## src/rtl/tmd_pkg.sv

```systemverilog
// ----------------------------------------------------------------------------
// tmd_pkg
// types and constants shared by the TURN over TCP message deframer
// ----------------------------------------------------------------------------
`timescale 1ns / 1ps

package tmd_pkg;

    // first-byte bit that selects channel data framing
    localparam int CHANNEL_BIT = 6;

    // header sizes in bytes
    localparam logic [4:0] STUN_HDR_LEN = 5'd20;
    localparam logic [4:0] CHAN_HDR_LEN = 5'd4;

    // header byte positions of the big-endian length field
    localparam logic [4:0] LEN_HI_POS = 5'd2;
    localparam logic [4:0] LEN_LO_POS = 5'd3;

    // default depth of the queue between front and back
    localparam int QUEUE_DEPTH_DEF = 2;

    // tuser bit positions
    localparam int TUSER_FIRST = 0;
    localparam int TUSER_CHAN  = 1;
    localparam int TUSER_HDR   = 2;
    localparam int TUSER_W     = 3;

    // one classified stream byte
    typedef struct packed {
        logic [7:0] data;
        logic       first;
        logic       last;
        logic       chan;
        logic       hdr;
    } beat_t;

endpackage

```

## src/rtl/tmd_front.sv

```systemverilog
// ----------------------------------------------------------------------------
// tmd_front
// accepts stream bytes, tracks header and body and tags each beat
// ----------------------------------------------------------------------------
`timescale 1ns / 1ps

module tmd_front (
    input  logic          aclk,
    input  logic          aresetn,
    input  logic          channel_mode,
    input  logic          in_valid,
    output logic          in_ready,
    input  logic [7:0]    in_byte,
    output logic          push,
    output tmd_pkg::beat_t push_beat,
    input  logic          queue_full
);
    import tmd_pkg::*;

    logic        in_body_reg, in_body_next;
    logic [4:0]  hdr_cnt_reg, hdr_cnt_next;
    logic [15:0] len_hold_reg, len_hold_next;
    logic [16:0] left_reg, left_next;
    logic        chan_reg, chan_next;

    logic        fire;
    logic        start;
    logic        chan_cur;
    logic [15:0] len_base;
    logic [15:0] len_cur;
    logic [4:0]  hsize;
    logic        hdr_end;
    logic [16:0] len_round;
    logic        body_end;

    assign in_ready = !queue_full;
    assign fire     = in_valid && !queue_full;
    assign push     = fire;

    // classification of the current byte
    always_comb begin
        start    = !in_body_reg && (hdr_cnt_reg == 5'd0);
        chan_cur = start ? (channel_mode & in_byte[CHANNEL_BIT]) : chan_reg;
        len_base = start ? 16'd0 : len_hold_reg;
        len_cur  = len_base;
        if (hdr_cnt_reg == LEN_HI_POS) begin
            len_cur = {in_byte, len_base[7:0]};
        end else if (hdr_cnt_reg == LEN_LO_POS) begin
            len_cur = {len_base[15:8], in_byte};
        end
        hsize     = chan_cur ? CHAN_HDR_LEN : STUN_HDR_LEN;
        hdr_end   = ({1'b0, hdr_cnt_reg} + 6'd1) >= {1'b0, hsize};
        len_round = chan_cur ? (({1'b0, len_cur} + 17'd3) & ~17'd3) : {1'b0, len_cur};
        body_end  = (left_reg <= 17'd1);

        in_body_next  = in_body_reg;
        hdr_cnt_next  = hdr_cnt_reg;
        len_hold_next = len_hold_reg;
        left_next     = left_reg;
        chan_next     = chan_reg;

        push_beat.data  = in_byte;
        push_beat.first = start;
        push_beat.last  = 1'b0;
        push_beat.chan  = chan_cur;
        push_beat.hdr   = !in_body_reg;

        if (!in_body_reg) begin
            chan_next     = chan_cur;
            len_hold_next = len_cur;
            if (hdr_end) begin
                hdr_cnt_next = 5'd0;
                if (len_round == 17'd0) begin
                    push_beat.last = 1'b1;
                    left_next      = 17'd0;
                end else begin
                    in_body_next = 1'b1;
                    left_next    = len_round;
                end
            end else begin
                hdr_cnt_next = hdr_cnt_reg + 5'd1;
            end
        end else begin
            if (left_reg != 17'd0) begin
                left_next = left_reg - 17'd1;
            end
            if (body_end) begin
                push_beat.last = 1'b1;
                in_body_next   = 1'b0;
                hdr_cnt_next   = 5'd0;
            end
        end
    end

    // framing state
    always_ff @(posedge aclk) begin
        if (!aresetn) begin
            in_body_reg  <= 1'b0;
            hdr_cnt_reg  <= 5'd0;
            len_hold_reg <= 16'd0;
            left_reg     <= 17'd0;
            chan_reg     <= 1'b0;
        end else if (fire) begin
            in_body_reg  <= in_body_next;
            hdr_cnt_reg  <= hdr_cnt_next;
            len_hold_reg <= len_hold_next;
            left_reg     <= left_next;
            chan_reg     <= chan_next;
        end
    end

endmodule

```

## src/rtl/tmd_queue.sv

```systemverilog
// ----------------------------------------------------------------------------
// tmd_queue
// short first-in first-out queue of tagged beats between front and back
// ----------------------------------------------------------------------------
`timescale 1ns / 1ps

module tmd_queue #(
    parameter int DEPTH = tmd_pkg::QUEUE_DEPTH_DEF
) (
    input  logic           aclk,
    input  logic           aresetn,
    input  logic           push,
    input  tmd_pkg::beat_t push_beat,
    output logic           full,
    input  logic           pop,
    output logic           not_empty,
    output tmd_pkg::beat_t pop_beat
);
    import tmd_pkg::*;

    localparam int AW = (DEPTH > 1) ? $clog2(DEPTH) : 1;
    localparam int CW = $clog2(DEPTH + 1);

    beat_t           slots_reg [DEPTH];
    logic [AW-1:0]   wr_ptr_reg, rd_ptr_reg;
    logic [CW-1:0]   count_reg, count_next;
    logic            do_push, do_pop;

    assign full      = (count_reg == CW'(DEPTH));
    assign not_empty = (count_reg != '0);
    assign do_push   = push && !full;
    assign do_pop    = pop && not_empty;
    assign pop_beat  = slots_reg[rd_ptr_reg];

    // occupancy
    always_comb begin
        count_next = count_reg;
        if (do_push && !do_pop) begin
            count_next = count_reg + CW'(1);
        end else if (do_pop && !do_push) begin
            count_next = count_reg - CW'(1);
        end
    end

    // pointers and count
    always_ff @(posedge aclk) begin
        if (!aresetn) begin
            wr_ptr_reg <= '0;
            rd_ptr_reg <= '0;
            count_reg  <= '0;
        end else begin
            count_reg <= count_next;
            if (do_push) begin
                wr_ptr_reg <= (wr_ptr_reg == AW'(DEPTH - 1)) ? '0 : wr_ptr_reg + AW'(1);
            end
            if (do_pop) begin
                rd_ptr_reg <= (rd_ptr_reg == AW'(DEPTH - 1)) ? '0 : rd_ptr_reg + AW'(1);
            end
        end
    end

    // slot storage
    always_ff @(posedge aclk) begin
        if (do_push) begin
            slots_reg[wr_ptr_reg] <= push_beat;
        end
    end

endmodule

```

## src/rtl/tmd_back.sv

```systemverilog
// ----------------------------------------------------------------------------
// tmd_back
// output register: drains the queue and presents beats on the master side
// ----------------------------------------------------------------------------
`timescale 1ns / 1ps

module tmd_back (
    input  logic                      aclk,
    input  logic                      aresetn,
    input  logic                      q_not_empty,
    input  tmd_pkg::beat_t            q_beat,
    output logic                      q_pop,
    output logic                      m_tvalid,
    input  logic                      m_tready,
    output logic [7:0]                m_tdata,
    output logic                      m_tlast,
    output logic [tmd_pkg::TUSER_W-1:0] m_tuser
);
    import tmd_pkg::*;

    logic  valid_reg;
    beat_t beat_reg;

    // load when the register is empty or its beat leaves this cycle
    assign q_pop = q_not_empty && (!valid_reg || m_tready);

    always_ff @(posedge aclk) begin
        if (!aresetn) begin
            valid_reg <= 1'b0;
        end else if (q_pop) begin
            valid_reg <= 1'b1;
        end else if (m_tready) begin
            valid_reg <= 1'b0;
        end
    end

    always_ff @(posedge aclk) begin
        if (q_pop) begin
            beat_reg <= q_beat;
        end
    end

    // pack the flags onto the bus
    always_comb begin
        m_tvalid             = valid_reg;
        m_tdata              = beat_reg.data;
        m_tlast              = beat_reg.last;
        m_tuser              = '0;
        m_tuser[TUSER_FIRST] = beat_reg.first;
        m_tuser[TUSER_CHAN]  = beat_reg.chan;
        m_tuser[TUSER_HDR]   = beat_reg.hdr;
    end

endmodule

```

## src/rtl/turn_tcp_message_deframer.sv

```systemverilog
// ----------------------------------------------------------------------------
// turn_tcp_message_deframer
// marks STUN and ChannelData message boundaries in a TURN over TCP byte stream
// ----------------------------------------------------------------------------
// Takes one stream byte per beat and passes it on unchanged, one beat per
// clock cycle sustained while the output side keeps m_tready high. The
// front end classifies each byte as it is accepted (a 20-byte STUN header, or
// a 4-byte ChannelData header when channel_mode is set and bit 6 of the first
// byte is set) and counts the body down from the length field, rounded up to
// four bytes for ChannelData. A short queue and an output register follow, so
// input keeps flowing while an output beat waits. channel_mode is sampled on
// the first byte of each message; write it only while the block is idle.
// ----------------------------------------------------------------------------
`timescale 1ns / 1ps

module turn_tcp_message_deframer #(
    parameter int QUEUE_DEPTH = tmd_pkg::QUEUE_DEPTH_DEF
) (
    input  logic                        aclk,
    input  logic                        aresetn,
    // configuration write: bit 0 channel_mode
    input  logic                        cfg_valid,
    output logic                        cfg_ready,
    input  logic                        cfg_data,
    // tdata: [7:0] stream_byte
    input  logic                        s_tvalid,
    output logic                        s_tready,
    input  logic [7:0]                  s_tdata,
    // tdata: [7:0] out_byte
    output logic                        m_tvalid,
    input  logic                        m_tready,
    output logic [7:0]                  m_tdata,
    output logic                        m_tlast,
    // tuser: [0] msg_first, [1] is_channel, [2] in_header
    output logic [tmd_pkg::TUSER_W-1:0] m_tuser
);
    import tmd_pkg::*;

    logic  mode_reg;
    logic  push, q_full, q_pop, q_not_empty;
    beat_t push_beat, q_beat;

    // configuration register
    assign cfg_ready = 1'b1;

    always_ff @(posedge aclk) begin
        if (!aresetn) begin
            mode_reg <= 1'b0;
        end else if (cfg_valid) begin
            mode_reg <= cfg_data;
        end
    end

    tmd_front u_front (
        .aclk         (aclk),
        .aresetn      (aresetn),
        .channel_mode (mode_reg),
        .in_valid     (s_tvalid),
        .in_ready     (s_tready),
        .in_byte      (s_tdata),
        .push         (push),
        .push_beat    (push_beat),
        .queue_full   (q_full)
    );

    tmd_queue #(
        .DEPTH (QUEUE_DEPTH)
    ) u_queue (
        .aclk      (aclk),
        .aresetn   (aresetn),
        .push      (push),
        .push_beat (push_beat),
        .full      (q_full),
        .pop       (q_pop),
        .not_empty (q_not_empty),
        .pop_beat  (q_beat)
    );

    tmd_back u_back (
        .aclk        (aclk),
        .aresetn     (aresetn),
        .q_not_empty (q_not_empty),
        .q_beat      (q_beat),
        .q_pop       (q_pop),
        .m_tvalid    (m_tvalid),
        .m_tready    (m_tready),
        .m_tdata     (m_tdata),
        .m_tlast     (m_tlast),
        .m_tuser     (m_tuser)
    );

endmodule

```

## config.mk

```make
export PLATFORM = sky130hd
export DESIGN_NAME = turn_tcp_message_deframer
export DESIGN_NICKNAME = d
export VERILOG_FILES = /design/src/rtl/tmd_pkg.sv /design/src/rtl/tmd_front.sv /design/src/rtl/tmd_queue.sv /design/src/rtl/tmd_back.sv /design/src/rtl/turn_tcp_message_deframer.sv
export SDC_FILE = /design/constraint.sdc
export NUM_CORES = 1
export LEC_CHECK = 0
export BUFFER_PORTS_ARGS = -buffer_cell sky130_fd_sc_hd__buf_4
export CAP_MARGIN = 20
export CORE_ASPECT_RATIO = 1.2
export CORE_MARGIN = 5
export CORE_UTILIZATION = 60
export CTS_CLUSTER_SIZE = 14
export DETAILED_ROUTE_END_ITERATION = 10
export PLACE_DENSITY = 0.82
export SKIP_CTS_REPAIR_TIMING = 1
export SYNTH_ARGS = -nofsm -noshare
export SYNTH_HDL_FRONTEND = slang
export SYNTH_SLANG_ARGS = --single-unit
```

## constraint.sdc

```tcl
create_clock -name aclk -period 4.22 [get_ports aclk]
set_input_delay 0.211 -clock aclk [delete_from_list [all_inputs] [get_ports aclk]]
set_output_delay 0.211 -clock aclk [all_outputs]
set_load 0.005 [all_outputs]
```

==> impl_metrics.csv <==
group,metric,value,unit
outcome,run_status,"completed",
clock_network,clock_latency,0.37,ns
clock_network,ctsHtreeMaxLevel,3,
critical_path,worst_setup_path_end_kind,"register",
floorplan,dieArea,8813,sq um
floorplan,core,6854,sq um
clock_network,cts_tree,"yes",
finish,instances_no_fill,563,
power,switching_share,0.3208,
critical_path,startpoint_type,"register",
sta,holdWs,0.07196,ns
sta,final_max_slew_viol_count,0,
synthesis,synthCells,453,
placement,dp_cells,546,
critical_path,crit_buf_inv,3,
sta,finalSetupViolations,0,
synthesis,synth-main-ff-cell,"dfxtp_1",
power,pwr-share-seq,0.499,
global_route,grt_overflow,0,
critical_path,path_class,"register to register",
finish,layout.nets,492,
power,ir_drop,329.0,uV
critical_path,arrival,3.68,ns
sta,rsz0062_at_grt,"false",
clock_network,path_clk_slew,0.09,ns
worst_hold_path,min_path_type,"primary input to register",
finish,largest_register_ff_count,24,
placement,pre_cts_slack,0.8674,ns
floorplan,pin_count,29,
routing,wl,9.984,mm
sta,tightest_slew,1.039,ns
critical_path,rrSetupSlack,0.80,ns
synthesis,ys_warn_count,0,
power,clockPowerShare,0.249,
floorplan,row_count,33,
global_route,grt_util_all_layers,0.2449,
synthesis,synth_edf_count,36,
power,power_density,456.2,nW/um^2
critical_path,slowest_delay,0.54,ns
placement,post-dp-hpwl,7.117,mm
global_route,antenna_found_initial,0,
routing,antenna_left,0,
global_route,grt_max_degree,39,
placement,portBuffers,27,
global_route,grt_pass1_wl,16.92,mm
synthesis,syn_nets,474,
synthesis,ys_seq_elements,82,
power,p_switching,0.6780,mW
critical_path,critPathSlowestCell,"or3_1",
floorplan,die_w,86.54,microns
routing,num_vias,3553,
global_route,use_met2,0.4258,
critical_path,path_cells,"or3_1 -> o31ai_4 -> ha_1 -> mux2_2 -> a2111oi_0 -> buf_4 -> a211oi_2 -> buf_4 -> nand2_1 -> inv_1 -> a32o_1",
sta,skew,0.01211,ns
global_route,met3_usage,0.02661,
clock_network,cts_buffers,9,
critical_path,worstPathMaxFanout,22,
finish,final_layout_size_suffix_gt1_frac,0.1534,
sta,clock.fmax,292.4,MHz
placement,place_congestion,0.9248,
synthesis,yosysSeqAreaShare,0.4746,
synthesis,synth_top_cell_area_share,0.2563,
synthesis,ys_async_sr_fraction,0,
finish,diodes,0,
sta,setup_ws,0.8001,ns
clock_network,clock_sinks,82,
sta,relSlewSlack,0.3048,
global_route,grt_pass1_vias,3444,
power,power.leakage,1.663,nW
synthesis,syn_avg_cell_area,9.311,sq um
routing,drtIter0Drc,254,
run,drv_cap,0,
synthesis,synth_area_leaders,"edfxtp_1 26%, dfxtp_1 22%, nand2_1 4.5%",
routing,drc,0,
finish,syn_to_final_growth,9.819,%
clock_network,clockBufferDepth,2,
floorplan,initial_core_util,0.6154,
clock_network,cts_root_buf,"clkbuf_8",
routing,vias_per_cell,6.311,
synthesis,synth.largest_area_cell,"edfxtp_1",
floorplan,die_y,101.8,microns
routing,drtPass1Iterations,5,
power,comb_power_share,0.252,
synthesis,synth.distinct_cells,61,
critical_path,crit_top_cell,"buf_4",
critical_path,worst_path_dominant_cell_family,"compound AO/OA/AOI/OAI gates",
synthesis,synth_area,4218,sq um
power,p_int,1.435,mW
critical_path,critical_path_required,4.48,ns
sta,fin_crit,3.420,ns
sta,timing.final.hold_violations,0,
routing,wl_per_cell,17.73,microns
global_route,grtUsageMet1,0.3071,
global_route,busiest_layer,"met2",
sta,finalCritPeriodShare,0.8104,
sta,finalSetupTns,0,ns
## synth_stat cells, types with 4 or more instances
| cell | count |
|---|---|
| o21a_1 | 6 |
| nor2_1 | 47 |
| nand2_1 | 51 |
| a211oi_1 | 10 |
| nand3_1 | 12 |
| a32oi_1 | 5 |
| ha_1 | 7 |
| a21oi_1 | 19 |
| o22ai_1 | 6 |
| a22oi_1 | 9 |
| inv_1 | 11 |
| o21ai_0 | 31 |
| nor4_1 | 6 |
| or3_1 | 7 |
| and3_1 | 4 |
| edfxtp_1 | 36 |
| xnor2_1 | 8 |
| buf_1 | 4 |
| and2_1 | 4 |
| mux2_2 | 13 |
| buf_2 | 4 |
| nor3_1 | 22 |
| dfxtp_1 | 46 |
| o31ai_1 | 4 |
| clkbuf_1 | 15 |
## final timing paths
kind                                                           from                            endpoint  depth (start not counted)
worst min-delay path                                     s_tdata[6]  u_queue.slots_reg[1][10]$_DFFE_PP_                          1
worst max register to register  u_front.hdr_cnt_reg[2]$_SDFFE_PN0P_    u_front.left_reg[6]$_SDFFE_PN0P_                         11
worst min register to register    u_front.left_reg[16]$_SDFFE_PN0P_   u_front.left_reg[16]$_SDFFE_PN0P_                          2
worst max-delay path            u_front.hdr_cnt_reg[2]$_SDFFE_PN0P_    u_front.left_reg[6]$_SDFFE_PN0P_                         11
## worst reg2reg max path: stages, from the launching register on
cell and delay (ns):
dfxtp_1 0.40, or3_1 0.54, o31ai_4 0.53, ha_1 0.33, mux2_2 0.28, a2111oi_0 0.42, buf_4 0.20, a211oi_2 0.04
buf_4 0.23, nand2_1 0.09, inv_1 0.06, a32o_1 0.21
## layout make-up
cell class              count  area [sq um]
clock inverters             6         50.05
fillers                   551          2222
multi-input cells         332          2039
flip-flops and latches     82          2002
inverters                  11         41.29
clock buffers              10         127.6
repair buffers             35         262.8
well taps                  87         108.9
## layer usage
layer,share of wire,wire [microns]
met1,0.41,4141
met4,0.023,232
met5,0,0
met3,0.049,492
met2,0.51,5117
## power groups by stage
stage / Clock, mW / Sequential [mW] / Combinational, mW
after floorplan: 0 / 1.05 / 0.336
after global placement: 0 / 1.06 / 0.506
after detailed placement: 0 / 1.08 / 0.529
after CTS: 0.531 / 1.06 / 0.532
after global routing: 0.567 / 1.07 / 0.587
final: 0.526 / 1.05 / 0.532
## cells by family after synthesis
family,Yosys count,synth area share
xor gates and xnor gates,11,0.02284
AOI/OAI and AO/OA,121,0.1955
and+or+nand+nor,177,0.2029
muxes,15,0.03945
buffers and inverters,39,0.04301
adders and majority gates,7,0.02076
DFF,82,0.4746
other,1,0.0008891
## cells in the final DEF, fill, tap and decap left out, types with 11 or more instances in the layout
master,count
a21oi_1,19
buf_4,35
dfxtp_1,46
edfxtp_1,36
inv_1,11
mux2_2,13
nand2_1,51
nand3_1,12
nor2_1,47
nor3_1,22
o21ai_0,31
## through the flow
step                cell area (sq um)  utilization  total power, mW
floorplan                        4218            -            1.387
global placement                 4447       0.6488            1.568
detailed placement               4447       0.6488            1.605
CTS                              4624       0.6747            2.121
global route                     4632       0.6758            2.225
finish                           4632       0.6758            2.113
(Power assumes the default switching activity.)
